### src/design/sfs_pkg.sv
// Shared types, constants and sequencer states of the spectral floor split block.
// No dependencies; every other design file imports this package.
package sfs_pkg;

  typedef logic [9:0]         bin_t;
  typedef logic signed [23:0] mag_t;
  typedef logic [22:0]        excess_t;
  typedef logic [3:0]         win_t;

  localparam mag_t    MAG_MAX    = 24'sh7FFFFF;
  localparam excess_t EXCESS_MAX = 23'h7FFFFF;
  localparam win_t    WIN_RESET  = 4'd3;

  typedef enum logic [2:0] {
    ST_CLEAR,
    ST_IDLE,
    ST_READ,
    ST_LAST,
    ST_DONE
  } sfs_state_t;

  typedef struct packed {
    logic load;
    logic cmp;
  } min_ctl_t;

endpackage

### src/design/sfs_min_unit.sv
// Shared compare unit: running minimum and saturated excess of the current item.
// Depends on sfs_pkg for types and the excess limit.
module sfs_min_unit (
  input  logic              clk,
  input  sfs_pkg::min_ctl_t ctl,
  input  sfs_pkg::mag_t     load_mag,
  input  sfs_pkg::mag_t     cmp_data,
  input  sfs_pkg::mag_t     cur_mag,
  output sfs_pkg::mag_t     floor_value,
  output sfs_pkg::excess_t  tonal_excess
);
  import sfs_pkg::*;

  mag_t              min_r;
  logic signed [24:0] diff;

  always_ff @(posedge clk) begin
    if (ctl.load) begin
      min_r <= load_mag;
    end else if (ctl.cmp && (cmp_data < min_r)) begin
      min_r <= cmp_data;
    end
  end

  assign diff = {cur_mag[23], cur_mag} - {min_r[23], min_r};

  always_comb begin
    priority if (diff[24]) begin
      tonal_excess = '0;
    end else if (diff[23]) begin
      tonal_excess = EXCESS_MAX;
    end else begin
      tonal_excess = diff[22:0];
    end
  end

  assign floor_value = min_r;

endmodule

### config.mk
export PLATFORM = sky130hd
export DESIGN_NAME = sfs_min_unit
export DESIGN_NICKNAME = d
export VERILOG_FILES = /design/src/design/sfs_pkg.sv /design/src/design/sfs_min_unit.sv
export SDC_FILE = /design/constraint.sdc
export NUM_CORES = 1
export LEC_CHECK = 0
export CAP_MARGIN = 15
export CORE_UTILIZATION = 30
export CTS_BUF_LIST = sky130_fd_sc_hd__clkbuf_2
export DETAILED_ROUTE_END_ITERATION = 8
export DONT_BUFFER_PORTS = 1
export GPL_ROUTABILITY_DRIVEN = 0
export PLACE_DENSITY = 0.52
export SETUP_SLACK_MARGIN = 0.2
export SLEW_MARGIN = 15
export SYNTH_ARGS = -nofsm -noshare
export SYNTH_HDL_FRONTEND = slang
export SYNTH_SLANG_ARGS = --single-unit
### constraint.sdc
create_clock -name clk -period 7 [get_ports clk]
set_input_delay 2.1 -clock clk [delete_from_list [all_inputs] [get_ports clk]]
set_output_delay 2.1 -clock clk [all_outputs]
set_load 0.05 [all_outputs]
==> results of run 1 <==
==> timing repair <==
action | 4_1_cts | 5_1_grt
endpoints found under the setup margin | 23 | 23
pin swaps | 8 | 2
setup buffers | 6 | 1
gates resized for setup | 24 | 3
gates cloned | 3 | 0
==> Yosys cell counts (3+ instances only) <==
library cell | number | area share, %
edfxtp_1 | 24 | 24
a21oi_1 | 24 | 4.1
xnor2_1 | 10 | 3.0
a31oi_1 | 5 | 1.1
o21ai_0 | 10 | 1.7
o21a_1 | 4 | 1.0
a21o_1 | 20 | 5.1
o211ai_1 | 5 | 1.3
buf_2 | 3 | 0.51
inv_1 | 32 | 4.1
ha_1 | 47 | 20
a21oi_2 | 20 | 6.0
nand2b_1 | 5 | 1.1
nand2_1 | 13 | 1.7
mux2_2 | 24 | 9.2
nor2_1 | 11 | 1.4
xor2_1 | 11 | 3.3
nand4_1 | 6 | 1.3
nor3_1 | 8 | 1.4
==> logic make-up after synthesis <==
| group | share of synthesized area, % |
|---|---|
| flops | 24.5 |
| xor+xnor | 6.25 |
| fa+ha+maj | 20.7 |
| compound gates | 24.7 |
| mux | 9.18 |
| buf+inv | 5.87 |
| simple gates | 8.89 |
==> area by class of cell <==
| class | instances | area, um2 | share of cell area, % |
|---|---|---|---|
| inverters | 32 | 133 | 3.31 |
| clock buffers | 3 | 15.0 | 0.375 |
| flip-flops and latches | 24 | 721 | 18.0 |
| multi-input cells | 245 | 2270 | 56.8 |
| repair buffers | 43 | 701 | 17.5 |
| well taps | 129 | 161 | 4.03 |
==> worst max-delay path: stages <==
cell	delay (ns)
inv_12	0.01
ha_4	0.14
inv_2	0.05
fa_2	0.21
a21o_1	0.16
a31oi_2	0.10
o2111ai_2	0.22
a41oi_2	0.18
o31ai_4	0.25
a2111oi_2	0.11
or4_4	0.56
buf_6	0.16
buf_12	0.14
a21oi_4	0.14
buf_12	0.15
==> per-stage QoR <==
stage | util (%) | power (mW) | setup slack, ns | hold WS (ns) | TNS [ns]
2_1_floorplan | - | 0.759 | -0.0653 | 2.13 | -0.196
3_3_place_gp | 40.0 | 1.04 | 0.0811 | 1.36 | 0
3_5_place_dp | 40.0 | 1.05 | 0.0335 | 1.38 | 0
4_1_cts | 42.5 | 1.18 | 0.163 | 1.43 | 0
5_1_grt | 42.7 | 1.23 | 0.0854 | 1.49 | 0
6_report | 42.7 | 1.18 | 0.207 | 1.42 | 0
==> power breakdown <==
part           total (mW)  switching (mW)  internal, mW
Clock              0.0547          0.0430        0.0117
Sequential          0.237          0.0597         0.178
Combinational       0.887           0.483         0.404
==> worst max path at each step <==
stage                          start                to  slack [ns]  cells past startpoint
final                     cur_mag[0]   tonal_excess[3]        0.21                     15
after global routing      cur_mag[0]   tonal_excess[2]        0.09                     15
after CTS                 cur_mag[0]  tonal_excess[12]        0.16                     15
after detailed placement  cur_mag[0]   tonal_excess[1]        0.03                     14
after global placement    cur_mag[0]  tonal_excess[22]        0.08                     14
after floorplan           cur_mag[0]   tonal_excess[0]       -0.07                     13
==> metal layers <==
metal | track usage, % | share of wire [%]
met1 | 20.6 | 43
met5 | 0 | 0
met2 | 29.7 | 51
met4 | 3.79 | 0.87
met3 | 2.91 | 5.0
==> results.json, run 1 <==
{
  "place.detailed.hpwl_mm": 6.96,
  "min_path_cells": 4,
  "largest_reg_flops": 24,
  "fill_cells": 941,
  "synth.avg_cell_area_um2": 9.49,
  "die-width_um": 101,
  "syn2layout_area_growth_pct": 36.1,
  "ant_nets": 0,
  "tightestPinTransition_ns": 0.606,
  "cap_viol_max_count": 0,
  "cts_inserted_buffers": 3,
  "slew_viol_final": 0,
  "slew_headroom_pct": 59.6,
  "grtUsageTotal_pct": 16.6,
  "port_buffers": 0,
  "ir_worst_vdd_mv": 0.132,
  "min_period_over_period_pct": 97.0,
  "htreeDepth": 1,
  "arrival_ns": 4.69,
  "rrSetupSlack_ns": 3.82,
  "r2r-end": "floor_value[7]",
  "start_util_pct": 31.4,
  "final.min_clock_period_ns": 6.79,
  "root_buffer": "clkbuf_2",
  "crit_path_start_kind": "input pin",
  "finalHoldViolCount": 0,
  "die_y_um": 101,
  "synth_seq_area_share_pct": 24.5,
  "hp-start": "floor_value[23]",
  "drt_first_pass_iters": 4,
  "hold_end": "floor_value[18]",
  "grt_pass1_vias": 2512,
  "finClkSkew_ns": 0.00965,
  "clk_pin_slew_ns": 0.24,
  "grt_first_pass_wirelength_mm": 13.0,
  "hold_class": "reg -> reg",
  "diodes": 0,
  "power.leakage_nw": 1.73,
  "ys_warn_count": 0,
  "wire_per_inst_um": 17.9,
  "syn_nets": 433,
  "netlist_instances": 310,
  "mostFrequentLayoutCell": "ha_1",
  "crit_required_ns": 4.90,
  "grt_max_degree": 26,
  "outcome": "finished clean",
  "ys.flop_type": "edfxtp_1",
  "drc": 0,
  "grt_overflow": 0,
  "drtIter0Drc": 59,
  "holdBufCountCts": 0,
  "fmax_mhz": 147,
  "final_cell_mix": "ha_1 (46), inv_1 (30), mux2_2 (24), edfxtp_1 (24)",
  "syn-cell-area_mm2": 0.00294,
  "layout-drive-gt1-share_pct": 30.8,
  "clock-sinks": 24,
  "ys_seq_elements": 24,
  "ys_async_sr_fraction_pct": 0,
  "synth_edf_count": 24,
  "reg2reg_depth": 10,
  "placed_cell_area_mm2": 0.00375,
  "cts_buffer_depth": 2,
  "path_max_fanout": 5,
  "synthDistinctLibCells": 43,
  "cts_tree": "done",
  "vias_per_cell": 5.13,
  "coreArea_mm2": 0.00937,
  "antenna_found_initial": 0,
  "final-setup-viol-count": 0,
  "num_rows": 35,
  "final_cells": 476,
  "clock_latency_ns": 0.34,
  "vias": 2440,
  "r2r-start": "floor_value[4]",
  "end_kind": "output pin",
  "io_pins": 122,
  "rsz0062_at_grt": "true",
  "fin_area_mm2": 0.00401,
  "wl_mm": 8.50,
  "die-area_mm2": 0.0102,
  "final_nets": 472,
  "path_class": "in -> out",
  "power_density_mw_per_mm2": 294,
  "placedCellCount": 463
}
Power figures use the tool's default switching activity.
==> run 2: changes to the inputs <==
--- a/config.mk
+++ b/config.mk
@@ -5,6 +5,7 @@
 export SDC_FILE = /design/constraint.sdc
 export NUM_CORES = 1
 export LEC_CHECK = 0
+export ABC_AREA = 1
 export CAP_MARGIN = 15
 export CORE_UTILIZATION = 30
 export CTS_BUF_LIST = sky130_fd_sc_hd__clkbuf_2
==> run 2 against run 1 <==
Compared with the run above:
- sequential share of layout area is 0.062 points lower
- die area is 28% higher
- synthesized cell count is 110% higher
- register-to-register slack better by 0.36 ns
- power is 22% lower
- critical path type unchanged
- largest cell class unchanged
==> results.json, run 2 <==
{
  "outcome": "finished clean",
  "drtIter0Drc": 134,
  "power.leakage_nw": 2.38,
  "place.detailed.hpwl_mm": 9.09,
  "hold_class": "reg -> reg",
  "post-synth-top-count-cell": "nand2_1",
  "grt_busiest_layer": "met2",
  "yosys-top-cells-area": "nand2_1 (28%), edfxtp_1 (19%), ha_1 (16%), inv_1 (13%), a21oi_1 (4.4%)",
  "reg2reg_depth": 12,
  "finalHoldViolCount": 0,
  "slew_viol_final": 0,
  "syn-cell-area_mm2": 0.00378,
  "drt_first_pass_iters": 4,
  "start_util_pct": 31.1,
  "arrival_ns": 4.13,
  "r2r-end": "floor_value[13]",
  "ys.flop_type": "edfxtp_1",
  "multi_input_area_mm2": 0.00252,
  "grt_use_met2_pct": 27.7,
  "grtUsageTotal_pct": 16.2,
  "wl_mm": 10.5,
  "die-width_um": 114,
  "holdBufCountCts": 0,
  "fin_ws_ns": 0.767,
  "io_pins": 122,
  "largest_reg_flops": 24,
  "synth.avg_cell_area_um2": 5.92,
  "ir_worst_vdd_mv": 0.145,
  "seq_area_um2": 721,
  "synthDistinctLibCells": 26,
  "die-area_mm2": 0.0131,
  "clock-sinks": 24,
  "grt_max_degree": 27,
  "cts_resized": 0,
  "root_buffer": "clkbuf_2",
  "min_path_cells": 5,
  "final.min_clock_period_ns": 6.23,
  "vias_per_cell": 4.48,
  "syn2layout_area_growth_pct": 6.22,
  "cts_buffer_depth": 2,
  "finClkSkew_ns": 0.0105,
  "grtUsageMet1_pct": 20.5,
  "hp-start": "floor_value[23]",
  "synth_top_area_share_pct": 27.8,
  "port_buffers": 0,
  "coreArea_mm2": 0.0122,
  "num_rows": 40,
  "ys_seq_elements": 24,
  "crit_required_ns": 4.90,
  "vias": 3637,
  "grt_first_pass_wirelength_mm": 16.6,
  "path_class": "in -> out",
  "final-setup-viol-count": 0,
  "tightestPinTransition_ns": 0.771,
  "syn_nets": 762,
  "synth_common_cells": "nand2_1 (280), inv_1 (130), ha_1 (47), a21oi_1 (33), nor2_1 (30)",
  "cts_tree": "done",
  "r2r-start": "floor_value[23]",
  "grt_util_met3_pct": 3.18,
  "tns_ns": 0,
  "cap_viol_max_count": 0,
  "min_period_over_period_pct": 89.0,
  "mostFrequentLayoutCell": "nand2_1",
  "cts_inserted_buffers": 3,
  "synth_edf_count": 24,
  "netlist_instances": 639,
  "final_nets": 767,
  "rrSetupSlack_ns": 4.18,
  "grt_overflow": 0,
  "hold_end": "floor_value[12]",
  "layout-drive-gt1-share_pct": 6.69,
  "end_kind": "output pin",
  "synth_seq_area_share_pct": 19.0,
  "final_cell_mix": "nand2_1 (279), inv_1 (130), ha_1 (47)",
  "power_mw": 0.924,
  "die_y_um": 114,
  "synth_largest_area_cell": "nand2_1",
  "fmax_mhz": 160,
  "wire_per_inst_um": 12.9,
  "ys_async_sr_fraction_pct": 0,
  "post-cts-setup-buffer-count": 0,
  "grt_pass1_vias": 3502,
  "power_density_mw_per_mm2": 230,
  "diodes": 0,
  "htreeDepth": 1,
  "antenna_found_initial": 0,
  "ys_warn_count": 0,
  "drc": 0,
  "pre_cts_ws_ns": 0.758,
  "ant_nets": 0,
  "clock_latency_ns": 0.38,
  "path_max_fanout": 8,
  "slew_headroom_pct": 48.6,
  "fill_cells": 1403,
  "crit_path_start_kind": "input pin",
  "rsz0062_at_grt": "false",
  "clk_pin_slew_ns": 0.25
}
## run 2: changes by cell type in the layout (fill, tap and decap cells not counted), moves of 6 or more
cell     previous run  this run
nand2_2             0        20
a21oi_4            23         0
buf_12             23         0
buf_6               6         0
a21o_1             20         1
nor2_1             11        30
mux2_2             24         0
a21oi_1            21        33
inv_1              30       130
nand2_1            13       279
nand3_1             2        16
xor2_1             11         3
## run 2: how the worst max path moves through the flow
stage,startpoint,endpoint,slack [ns],depth (start not counted)
floorplan,cur_mag[0],tonal_excess[15],0.63,13
global placement,cur_mag[0],tonal_excess[18],0.83,14
detailed placement,cur_mag[0],tonal_excess[18],0.76,14
CTS,cur_mag[0],tonal_excess[18],0.76,14
global route,cur_mag[0],tonal_excess[17],0.58,14
finish,cur_mag[0],tonal_excess[18],0.77,14
## run 2: where the power goes
part | switching, mW | leakage [nW] | total [mW] | internal, mW
clock network | 0.0481 | 0.0140 | 0.0605 | 0.0124
logic | 0.451 | 2.12 | 0.615 | 0.164
registers | 0.0670 | 0.244 | 0.248 | 0.181
total | 0.566 | 2.38 | 0.924 | 0.358
## run 2: cell families after synthesis
| family | share of synthesized area, % |
|---|---|
| buffers and inverters | 14.5 |
| xor gates and xnor gates | 3.01 |
| AOI/OAI and AO/OA | 5.42 |
| adders and majority gates | 16.1 |
| and+or+nand+nor | 42.0 |
| DFF | 19.0 |
## run 2: cell type report
class	instances	area share [%]
tap	168	5.23
clock buffer	3	0.374
inverter	131	12.2
multi-input combinational	476	62.6
clock inverter	1	0.0934
timing repair buffer	8	1.49
sequential	24	17.9
## run 2: metrics by stage
step / hold slack [ns] / instances / util [%] / area (um2)
floorplan: 1.75 / 639 / - / 3780
detailed placement: 2.18 / 807 / 32.9 / 4000
CTS: 1.85 / 811 / 33.0 / 4020
finish: 1.85 / 811 / 33.0 / 4020
global route: 1.85 / 811 / 33.0 / 4020
global placement: 2.15 / 807 / 32.9 / 4000
## run 2: per-layer routing
metal	routed length (um)	share of wire [%]
met1	4680	45
met2	4930	47
met3	656	6.3
met4	183	1.8
met5	0	0
## run 2: critical path: stages
cell and delay (ns):
inv_1 0.04, ha_1 0.14, inv_1 0.09, fa_1 0.43, nand2_1 0.09, nand2_1 0.08, nand3_1 0.09, nand2_1 0.11
nand2_1 0.14, nand3_2 0.10, nand2_1 0.08, nand2_1 0.20, a21oi_1 0.21, buf_4 0.22
