[src/design/sfs_pkg.sv]
// Shared types, constants and sequencer states of the spectral floor split block.
// No dependencies; every other design file imports this package.
package sfs_pkg;

  typedef logic [9:0]         bin_t;
  typedef logic signed [23:0] mag_t;
  typedef logic [22:0]        excess_t;
  typedef logic [3:0]         win_t;

  localparam mag_t    MAG_MAX    = 24'sh7FFFFF;
  localparam excess_t EXCESS_MAX = 23'h7FFFFF;
  localparam win_t    WIN_RESET  = 4'd3;

  typedef enum logic [2:0] {
    ST_CLEAR,
    ST_IDLE,
    ST_READ,
    ST_LAST,
    ST_DONE
  } sfs_state_t;

  typedef struct packed {
    logic load;
    logic cmp;
  } min_ctl_t;

endpackage

[src/design/sfs_ctrl.sv]
// Sequencer: clearing pass, history sweep with shift write-back, result hand-off.
// Depends on sfs_pkg for states, types and the reset fill value.
module sfs_ctrl #(
  parameter int BIN_COUNT      = 1024,
  parameter int HISTORY_FRAMES = 10,
  parameter int ADDR_W         = 14
) (
  input  logic              clk,
  input  logic              rst_n,
  input  logic              in_valid,
  input  sfs_pkg::bin_t     in_bin,
  input  sfs_pkg::mag_t     in_mag,
  output logic              in_ready,
  input  sfs_pkg::win_t     window_length,
  input  logic              out_busy,
  output logic              out_load,
  output logic              mem_we,
  output logic [ADDR_W-1:0] mem_waddr,
  output sfs_pkg::mag_t     mem_wdata,
  output logic [ADDR_W-1:0] mem_raddr,
  input  sfs_pkg::mag_t     mem_rdata,
  output sfs_pkg::min_ctl_t min_ctl,
  output sfs_pkg::mag_t     cur_mag
);
  import sfs_pkg::*;

  localparam int HIST_DEPTH = HISTORY_FRAMES - 1;
  localparam int MEM_DEPTH  = BIN_COUNT * HIST_DEPTH;
  localparam int K_W        = $clog2(HISTORY_FRAMES);
  localparam int WIN_W      = 6;

  sfs_state_t        state_r, state_nxt;
  logic [ADDR_W-1:0] clr_addr_r;
  logic [ADDR_W-1:0] base_r;
  logic [K_W-1:0]    rd_k_r;
  logic [K_W-1:0]    dk_r;
  logic [K_W-1:0]    thresh_r, thresh_nxt;
  logic              dvld_r;
  logic              inrange_r;
  mag_t              mag_r;
  logic              in_fire;
  logic              in_range;
  logic [WIN_W-1:0]  win_eff;

  assign in_fire  = in_ready && in_valid;
  assign in_range = ({22'd0, in_bin} < 32'(BIN_COUNT));

  always_comb begin
    win_eff = {2'b00, window_length};
    priority if (win_eff == '0) begin
      win_eff = WIN_W'(1);
    end else if (win_eff > WIN_W'(HISTORY_FRAMES)) begin
      win_eff = WIN_W'(HISTORY_FRAMES);
    end else begin
      win_eff = win_eff;
    end
    thresh_nxt = K_W'(WIN_W'(HISTORY_FRAMES) - win_eff);
  end

  always_comb begin
    state_nxt = state_r;
    unique case (state_r)
      ST_CLEAR: begin
        if (clr_addr_r == ADDR_W'(MEM_DEPTH - 1)) state_nxt = ST_IDLE;
      end
      ST_IDLE: begin
        if (in_valid) state_nxt = in_range ? ST_READ : ST_DONE;
      end
      ST_READ: begin
        if (rd_k_r == K_W'(HIST_DEPTH - 1)) state_nxt = ST_LAST;
      end
      ST_LAST: begin
        state_nxt = ST_DONE;
      end
      ST_DONE: begin
        if (!out_busy) state_nxt = ST_IDLE;
      end
      default: state_nxt = ST_CLEAR;
    endcase
  end

  always_comb begin
    in_ready    = (state_r == ST_IDLE);
    out_load    = (state_r == ST_DONE) && !out_busy;
    min_ctl     = '{load: in_fire, cmp: dvld_r && (dk_r >= thresh_r)};
    mem_raddr   = base_r + ADDR_W'(rd_k_r);
    mem_we      = 1'b0;
    mem_waddr   = base_r + ADDR_W'(dk_r) - ADDR_W'(1);
    mem_wdata   = mem_rdata;
    priority if (state_r == ST_CLEAR) begin
      mem_we    = 1'b1;
      mem_waddr = clr_addr_r;
      mem_wdata = MAG_MAX;
    end else if (dvld_r && (dk_r != '0)) begin
      mem_we    = 1'b1;
    end else if ((state_r == ST_DONE) && inrange_r) begin
      mem_we    = 1'b1;
      mem_waddr = base_r + ADDR_W'(HIST_DEPTH - 1);
      mem_wdata = mag_r;
    end else begin
      mem_we    = 1'b0;
    end
  end

  always_ff @(posedge clk) begin
    if (!rst_n) begin
      state_r    <= ST_CLEAR;
      clr_addr_r <= '0;
      dvld_r     <= 1'b0;
    end else begin
      state_r <= state_nxt;
      dvld_r  <= (state_r == ST_READ);
      if (state_r == ST_CLEAR) begin
        clr_addr_r <= clr_addr_r + ADDR_W'(1);
      end
    end
  end

  always_ff @(posedge clk) begin
    dk_r <= rd_k_r;
    if (in_fire) begin
      mag_r     <= in_mag;
      inrange_r <= in_range;
      thresh_r  <= thresh_nxt;
      base_r    <= ADDR_W'(32'(in_bin) * 32'(HIST_DEPTH));
      rd_k_r    <= '0;
    end else if (state_r == ST_READ) begin
      rd_k_r <= rd_k_r + K_W'(1);
    end
  end

  assign cur_mag = mag_r;

endmodule

[config.mk]
export PLATFORM = sky130hd
export DESIGN_NAME = sfs_ctrl
export DESIGN_NICKNAME = d
export VERILOG_FILES = /design/src/design/sfs_pkg.sv /design/src/design/sfs_ctrl.sv
export SDC_FILE = /design/constraint.sdc
export NUM_CORES = 1
export LEC_CHECK = 0
export ABC_AREA = 1
export BUFFER_PORTS_ARGS = -buffer_cell sky130_fd_sc_hd__buf_4
export CAP_MARGIN = 30
export CORE_AREA = 4 4 103 105
export DETAILED_ROUTE_END_ITERATION = 8
export DIE_AREA = 0 0 107 109
export PLACE_DENSITY = 0.8
export SLEW_MARGIN = 20
export SYNTH_ARGS = -nofsm -noshare
export SYNTH_HDL_FRONTEND = slang
export SYNTH_SLANG_ARGS = --single-unit
[constraint.sdc]
create_clock -name clk -period 2.6 [get_ports clk]
set_input_delay 0.13 -clock clk [delete_from_list [all_inputs] [get_ports clk]]
set_output_delay 0.13 -clock clk [all_outputs]
set_load 0.005 [all_outputs]
==> results of run 1 <==
[cell usage in the layout (no fill, tap or decap), drive strengths merged, types with 2 or more instances in the layout]
cell type and instances:
nand2 166, buf 159, inv 95, nand3 59, nor2 53, ha 51, edfxtp 42, a21oi 42
xor2 28, dlygate4sd3 27, dfxtp 26, o21ai 22, nor3 11, clkbuf 9, nand4 9, xnor2 6
o211ai 5, a21o 3, o21a 3, fa 3, and3 2, o22ai 2, clkinvlp 2, bufinv 2
clkinv 2
[routing by layer]
metal	global-route usage	part of all wire
met4	0.0603	0.015
met2	0.416	0.52
met5	0	0
met3	0.0278	0.044
met1	0.293	0.42
[how the worst max path moves through the flow]
stage,to,slack [ns],cells after the start
after floorplan,mem_waddr[13],0.51,12
after global placement,mem_waddr[7],0.24,13
after detailed placement,mem_waddr[9],0.17,14
after CTS,mem_waddr[9],0.003,14
after global routing,mem_waddr[9],-0.04,14
final,mem_waddr[9],0.08,14
[sequential cells by signal, summed over array words and instances, names as in the netlist]
name	cells
thresh_r	4
state_r	3
cur_mag	24
clr_addr_r	14
dvld_r	1
rd_k_r	4
dk_r	4
base_r	14
[layout make-up]
class / count / area (um^2)
Clock buffer: 9 / 124
Clock inverter: 7 / 97.6
Fill cell: 776 / 2790
Inverter: 94 / 353
Multi-Input combinational cell: 472 / 2870
Sequential cell: 68 / 1780
Tap cell: 133 / 166
Timing Repair Buffer: 186 / 1460
[worst min-delay path: stages]
cell,delay (ns)
buf_4,0.09
nor2_1,0.04
inv_1,0.05
a21oi_1,0.05
[per-stage QoR]
step	utilization	total power, uW	worst slack (ns)	hold slack (ns)
2_1_floorplan	-	1540	0.506	0.229
3_3_place_gp	0.646	1730	0.240	0.308
3_5_place_dp	0.646	1760	0.169	0.309
4_1_cts	0.700	2770	0.00331	0.0541
5_1_grt	0.711	2930	-0.0435	0.0572
6_report	0.711	2800	0.0812	0.0597
[report_power, final]
part / internal [uW] / total (uW) / switching, uW
clock network: 545 / 973 / 428
registers: 1180 / 1210 / 28.6
logic: 314 / 617 / 303
[logic make-up after synthesis]
| group | Yosys count | synth area share |
|---|---|---|
| xor gates and xnor gates | 34 | 0.0595 |
| and+or+nand+nor | 302 | 0.264 |
| adders and majority gates | 55 | 0.142 |
| AOI/OAI and AO/OA | 81 | 0.0906 |
| DFF | 68 | 0.356 |
| buffers and inverters | 110 | 0.0878 |
[timing repair]
item / 4_1_cts / 5_1_grt
endpoints found under the hold margin: 27 / 0
hold buffers: 27 / 0
pin swaps: 1 / 8
resized for setup: 7 / 14
buffers inserted: 2 / 5
endpoints found under the setup margin: 7 / 13
==> impl_metrics.env, run 1 <==
export IMPL_status="finished, final reports clean"
export IMPL_fin_skew_ns=0.00994
export IMPL_fin_crit_ns=2.52
export IMPL_cp_max_fo=4
export IMPL_start_util=0.519
export IMPL_hold_viol_final=0
export IMPL_yosysMostFrequentCell="nand2_1"
export IMPL_ant_nets=0
export IMPL_final_cells=969
export IMPL_hpwl_um=10700
export IMPL_grtUsageTotal=0.230
export IMPL_yosys_cell_types_count=41
export IMPL_relSlewSlack=0.663
export IMPL_grt_max_degree=30
export IMPL_insertion_delay_ns=0.34
export IMPL_antennaDiodeCount=0
export IMPL_cts_buffers_inserted=9
export IMPL_htreeDepth=3
export IMPL_tns_ns=0
export IMPL_finalCritPeriodShare=0.969
export IMPL_cp_start_kind="register"
export IMPL_path_buf_inv=3
export IMPL_placed_cell_area_mm2=0.00622
export IMPL_rows=36
export IMPL_placedCellCount=919
export IMPL_crit_chain="inv_2, ha_4, inv_2, ha_4, fa_2, nand3_2, nand3_4, nand2_1, nand2_1, nand2_1, nand2_1, nor2_1, o22ai_1, buf_4"
export IMPL_r2r_start="clr_addr_r[0]"
export IMPL_initialDrtViolationCount=390
export IMPL_grt_ovfl_total=0
export IMPL_irDropWorstVdd_mv=0.380
export IMPL_nets=951
export IMPL_cp_required_ns=2.47
export IMPL_cpPeakStageDelay_ns=0.37
export IMPL_crit_arrival_ns=2.39
export IMPL_clkSlewWorstSetupHoldPaths_ns=0.08
export IMPL_max_freq_ghz=0.397
export IMPL_drv_cap=0
export IMPL_area_growth_pct=37.0
export IMPL_synth_area_leaders="edfxtp_1, ha_1, nand2_1"
export IMPL_cts_tree="done"
export IMPL_crit_top_cell="nand2_1"
export IMPL_path_class="reg2out"
export IMPL_vias_per_cell=5.14
export IMPL_ff2ff_setup_slack_ns=0.96
export IMPL_ys_ff_latch=68
export IMPL_cts_max_path_buffers=2
export IMPL_slowest_stage="edfxtp_1"
export IMPL_die_h_um=109
export IMPL_synth_seq_area_share=0.356
export IMPL_postSynth_asyncResetShare=0
export IMPL_cp_top_family="adder cells"
export IMPL_slew_viol_final=0
export IMPL_synth_common_cells="nand2_1, inv_1, nand3_1"
export IMPL_gp_congestion=0.848
export IMPL_io_buffer_count=146
export IMPL_reg2reg_depth=7
export IMPL_min_from="in_valid"
export IMPL_dr_pass1_iters=5
export IMPL_die_area_mm2=0.0117
export IMPL_grt_pass1_wl_um=21700
export IMPL_final_cell_area_mm2=0.00685
export IMPL_die_width_um=107
export IMPL_synth_avg_cell_area_um2=7.69
export IMPL_critPathLaunch="base_r[1]"
export IMPL_io_pins=147
export IMPL_antenna_found_initial=0
export IMPL_reg2reg_to="state_r[1]"
export IMPL_drt_total_wl_um=14000
export IMPL_setup_viol_count_final=0
export IMPL_ys_flop_type="edfxtp_1"
export IMPL_syn_nets=770
export IMPL_leakage_uw=0.00324
export IMPL_drcViolationCount=0
export IMPL_grt_pass1_vias=4687
export IMPL_holdPathEnd="state_r[0]"
export IMPL_synth_area_mm2=0.00500
export IMPL_post_synth_top_area_fraction=0.252
export IMPL_final_layout_size_suffix_gt1_frac=0.256
export IMPL_min_path_cells=4
export IMPL_worst_pin_slew_ns=0.505
export IMPL_cts_sinks=68
export IMPL_ys_warn_count=0
export IMPL_core_mm2=0.00964
export IMPL_powerDensity_mw_per_mm2=409
export IMPL_synth_edff_count=42
export IMPL_vias=4976
export IMPL_clockRootBuffer="clkbuf_8"
export IMPL_rsz0062_at_grt="yes"
export IMPL_hp_class="in2reg"
export IMPL_post_drt_wl_per_cell_um=14.4
export IMPL_synth_top_cell_by_area="edfxtp_1"
export IMPL_crit_path_end_kind="output port"
export IMPL_synth_cells=650
(Power assumes the default switching activity.)
==> run 2, diff against run 1 <==
--- a/config.mk
+++ b/config.mk
@@ -11,6 +11,7 @@
 export CORE_AREA = 4 4 103 105
 export DETAILED_ROUTE_END_ITERATION = 8
 export DIE_AREA = 0 0 107 109
+export GPL_TIMING_DRIVEN = 0
 export PLACE_DENSITY = 0.8
 export SLEW_MARGIN = 20
 export SYNTH_ARGS = -nofsm -noshare
==> impl_metrics.env, run 2 (synthesized netlist as in run 1, its figures left out) <==
export IMPL_status="finished, final reports clean"
export IMPL_dr_pass1_iters=6
export IMPL_cts_tree="done"
export IMPL_core_mm2=0.00964
export IMPL_cts_max_path_buffers=2
export IMPL_finalCritPeriodShare=0.988
export IMPL_drt_total_wl_um=14300
export IMPL_path_buf_inv=3
export IMPL_drcViolationCount=0
export IMPL_die_width_um=107
export IMPL_final_cells=982
export IMPL_combinationalPowerShare=0.233
export IMPL_crit_arrival_ns=2.44
export IMPL_hold_viol_final=0
export IMPL_largest_reg_flops=24
export IMPL_drv_cap=0
export IMPL_max_freq_ghz=0.389
export IMPL_area_growth_pct=38.2
export IMPL_crit_top_cell="nand2_1"
export IMPL_vias_per_cell=5.16
export IMPL_hpwl_um=10600
export IMPL_irDropWorstVdd_mv=0.371
export IMPL_fin_skew_ns=0.0153
export IMPL_slowest_stage="edfxtp_1"
export IMPL_worst_pin_slew_ns=0.543
export IMPL_grt_pass1_wl_um=22300
export IMPL_vias=5072
export IMPL_gp_congestion=0.879
export IMPL_antennaDiodeCount=0
export IMPL_die_h_um=109
export IMPL_cts_sinks=68
export IMPL_clockRootBuffer="clkbuf_8"
export IMPL_swShare=0.282
export IMPL_layout_commonest_cell="nand2_1"
export IMPL_rsz0062_at_grt="yes"
export IMPL_num_fill_cells=747
export IMPL_leakage_uw=0.00328
export IMPL_fin_crit_ns=2.57
export IMPL_cp_max_fo=4
export IMPL_whs_ns=0.0489
export IMPL_post_drt_wl_per_cell_um=14.5
export IMPL_insertion_delay_ns=0.36
export IMPL_path_class="reg2out"
export IMPL_ant_nets=0
export IMPL_intPower_uw=1940
export IMPL_p_sw_uw=764
export IMPL_mostFrequentLayoutCells="nand2_1, buf_4, inv_1"
export IMPL_initialDrtViolationCount=360
export IMPL_final_layout_size_suffix_gt1_frac=0.266
export IMPL_placedCellCount=929
export IMPL_hp_class="in2reg"
export IMPL_cp_start_kind="register"
export IMPL_relSlewSlack=0.638
export IMPL_crit_path_end_kind="output port"
export IMPL_grt_pass1_vias=4942
export IMPL_clkSlewWorstSetupHoldPaths_ns=0.07
export IMPL_start_util=0.519
export IMPL_io_buffer_count=145
export IMPL_htreeDepth=3
export IMPL_grt_ovfl_total=0
export IMPL_grtUsageTotal=0.236
export IMPL_io_pins=147
export IMPL_clockPowerShare=0.319
export IMPL_place_ws_ns=0.154
export IMPL_crit_chain="inv_1, ha_1, inv_2, ha_1, nand3_1, nand3_2, nand2_1, nand3_1, nand2_1, nand2_1, o21ai_2, o21ai_0, buf_4"
export IMPL_nets=964
export IMPL_grt_max_degree=28
export IMPL_cts_buffers_inserted=9
export IMPL_cp_top_family="adder cells"
export IMPL_rows=36
export IMPL_powerDensity_mw_per_mm2=392
export IMPL_pwr_share_seq=0.448
export IMPL_setup_viol_count_final=0
export IMPL_cp_required_ns=2.47
export IMPL_slew_viol_final=0
export IMPL_worst_slack_ns=0.0313
export IMPL_cpPeakStageDelay_ns=0.37
export IMPL_antenna_found_initial=0
export IMPL_die_area_mm2=0.0117
[run 2: changes by cell type in the layout (fill, tap and decap cells not counted), moves of 2 or more]
| cell | change |
|---|---|
| buf_2 | +9 |
| buf_4 | -2 |
| clkbuf_1 | +4 |
| clkinv_1 | +2 |
| clkinv_4 | +2 |
| inv_1 | -3 |
| inv_2 | +3 |
| inv_6 | -2 |
[run 2: layout make-up]
cell class                      instances  area (um^2)  share of cell area
Multi-Input combinational cell        472         2870               0.415
Sequential cell                        68         1780               0.258
Timing Repair Buffer                  183         1460               0.211
Inverter                               94          353              0.0511
Tap cell                              133          166              0.0241
Clock buffer                            9          124              0.0179
Buffer                                 16         86.3              0.0125
Clock inverter                          7         67.6             0.00978
[run 2: routing by layer]
metal / track usage / part of all wire / up-vias
met4: 0.101 / 0.028 / 0
met2: 0.414 / 0.50 / 189
met1: 0.290 / 0.41 / 2330
li1: - / - / 2516
met5: 0 / 0 / -
met3: 0.0367 / 0.056 / 37
[run 2: metrics by stage]
stage,util,cell area [um^2],TNS (ns),total power [uW]
6_report,0.717,6910,0,2710
5_1_grt,0.717,6910,-0.494,2830
4_1_cts,0.706,6810,0,2660
3_5_place_dp,0.652,6280,0,1740
3_3_place_gp,0.649,6260,0,1730
2_1_floorplan,-,5000,0,1540
[run 2: path summary, 6_finish.rpt]
kind / start / to / slack (ns) / depth (start not counted)
min: in_valid / state_r[0] / 0.05 / 4
max: base_r[2] / mem_waddr[8] / 0.03 / 13
max reg2reg: state_r[2] / base_r[13] / 0.86 / 6
min reg2reg: rd_k_r[1] / dk_r[1] / 0.38 / 0
[run 2: worst min-delay path, cell delays in order]
cell,delay [ns]
buf_4,0.08
nor2_1,0.04
inv_1,0.04
a21oi_1,0.05
[run 2: power by group through the flow]
stage               Combinational [uW]  Clock (uW)  Sequential (uW)
floorplan                          314           0             1220
global placement                   495           0             1230
detailed placement                 512           0             1230
CTS                                582         867             1210
global route                       698         916             1210
finish                             631         863             1210
[run 2: timing repair]
action | CTS | global route
hold buffers | 27 | 0
resized for setup | 11 | 13
setup endpoints to repair | 10 | 12
pin swaps | 2 | 5
endpoints found under the hold margin | 27 | 0
buffers inserted | 2 | 8
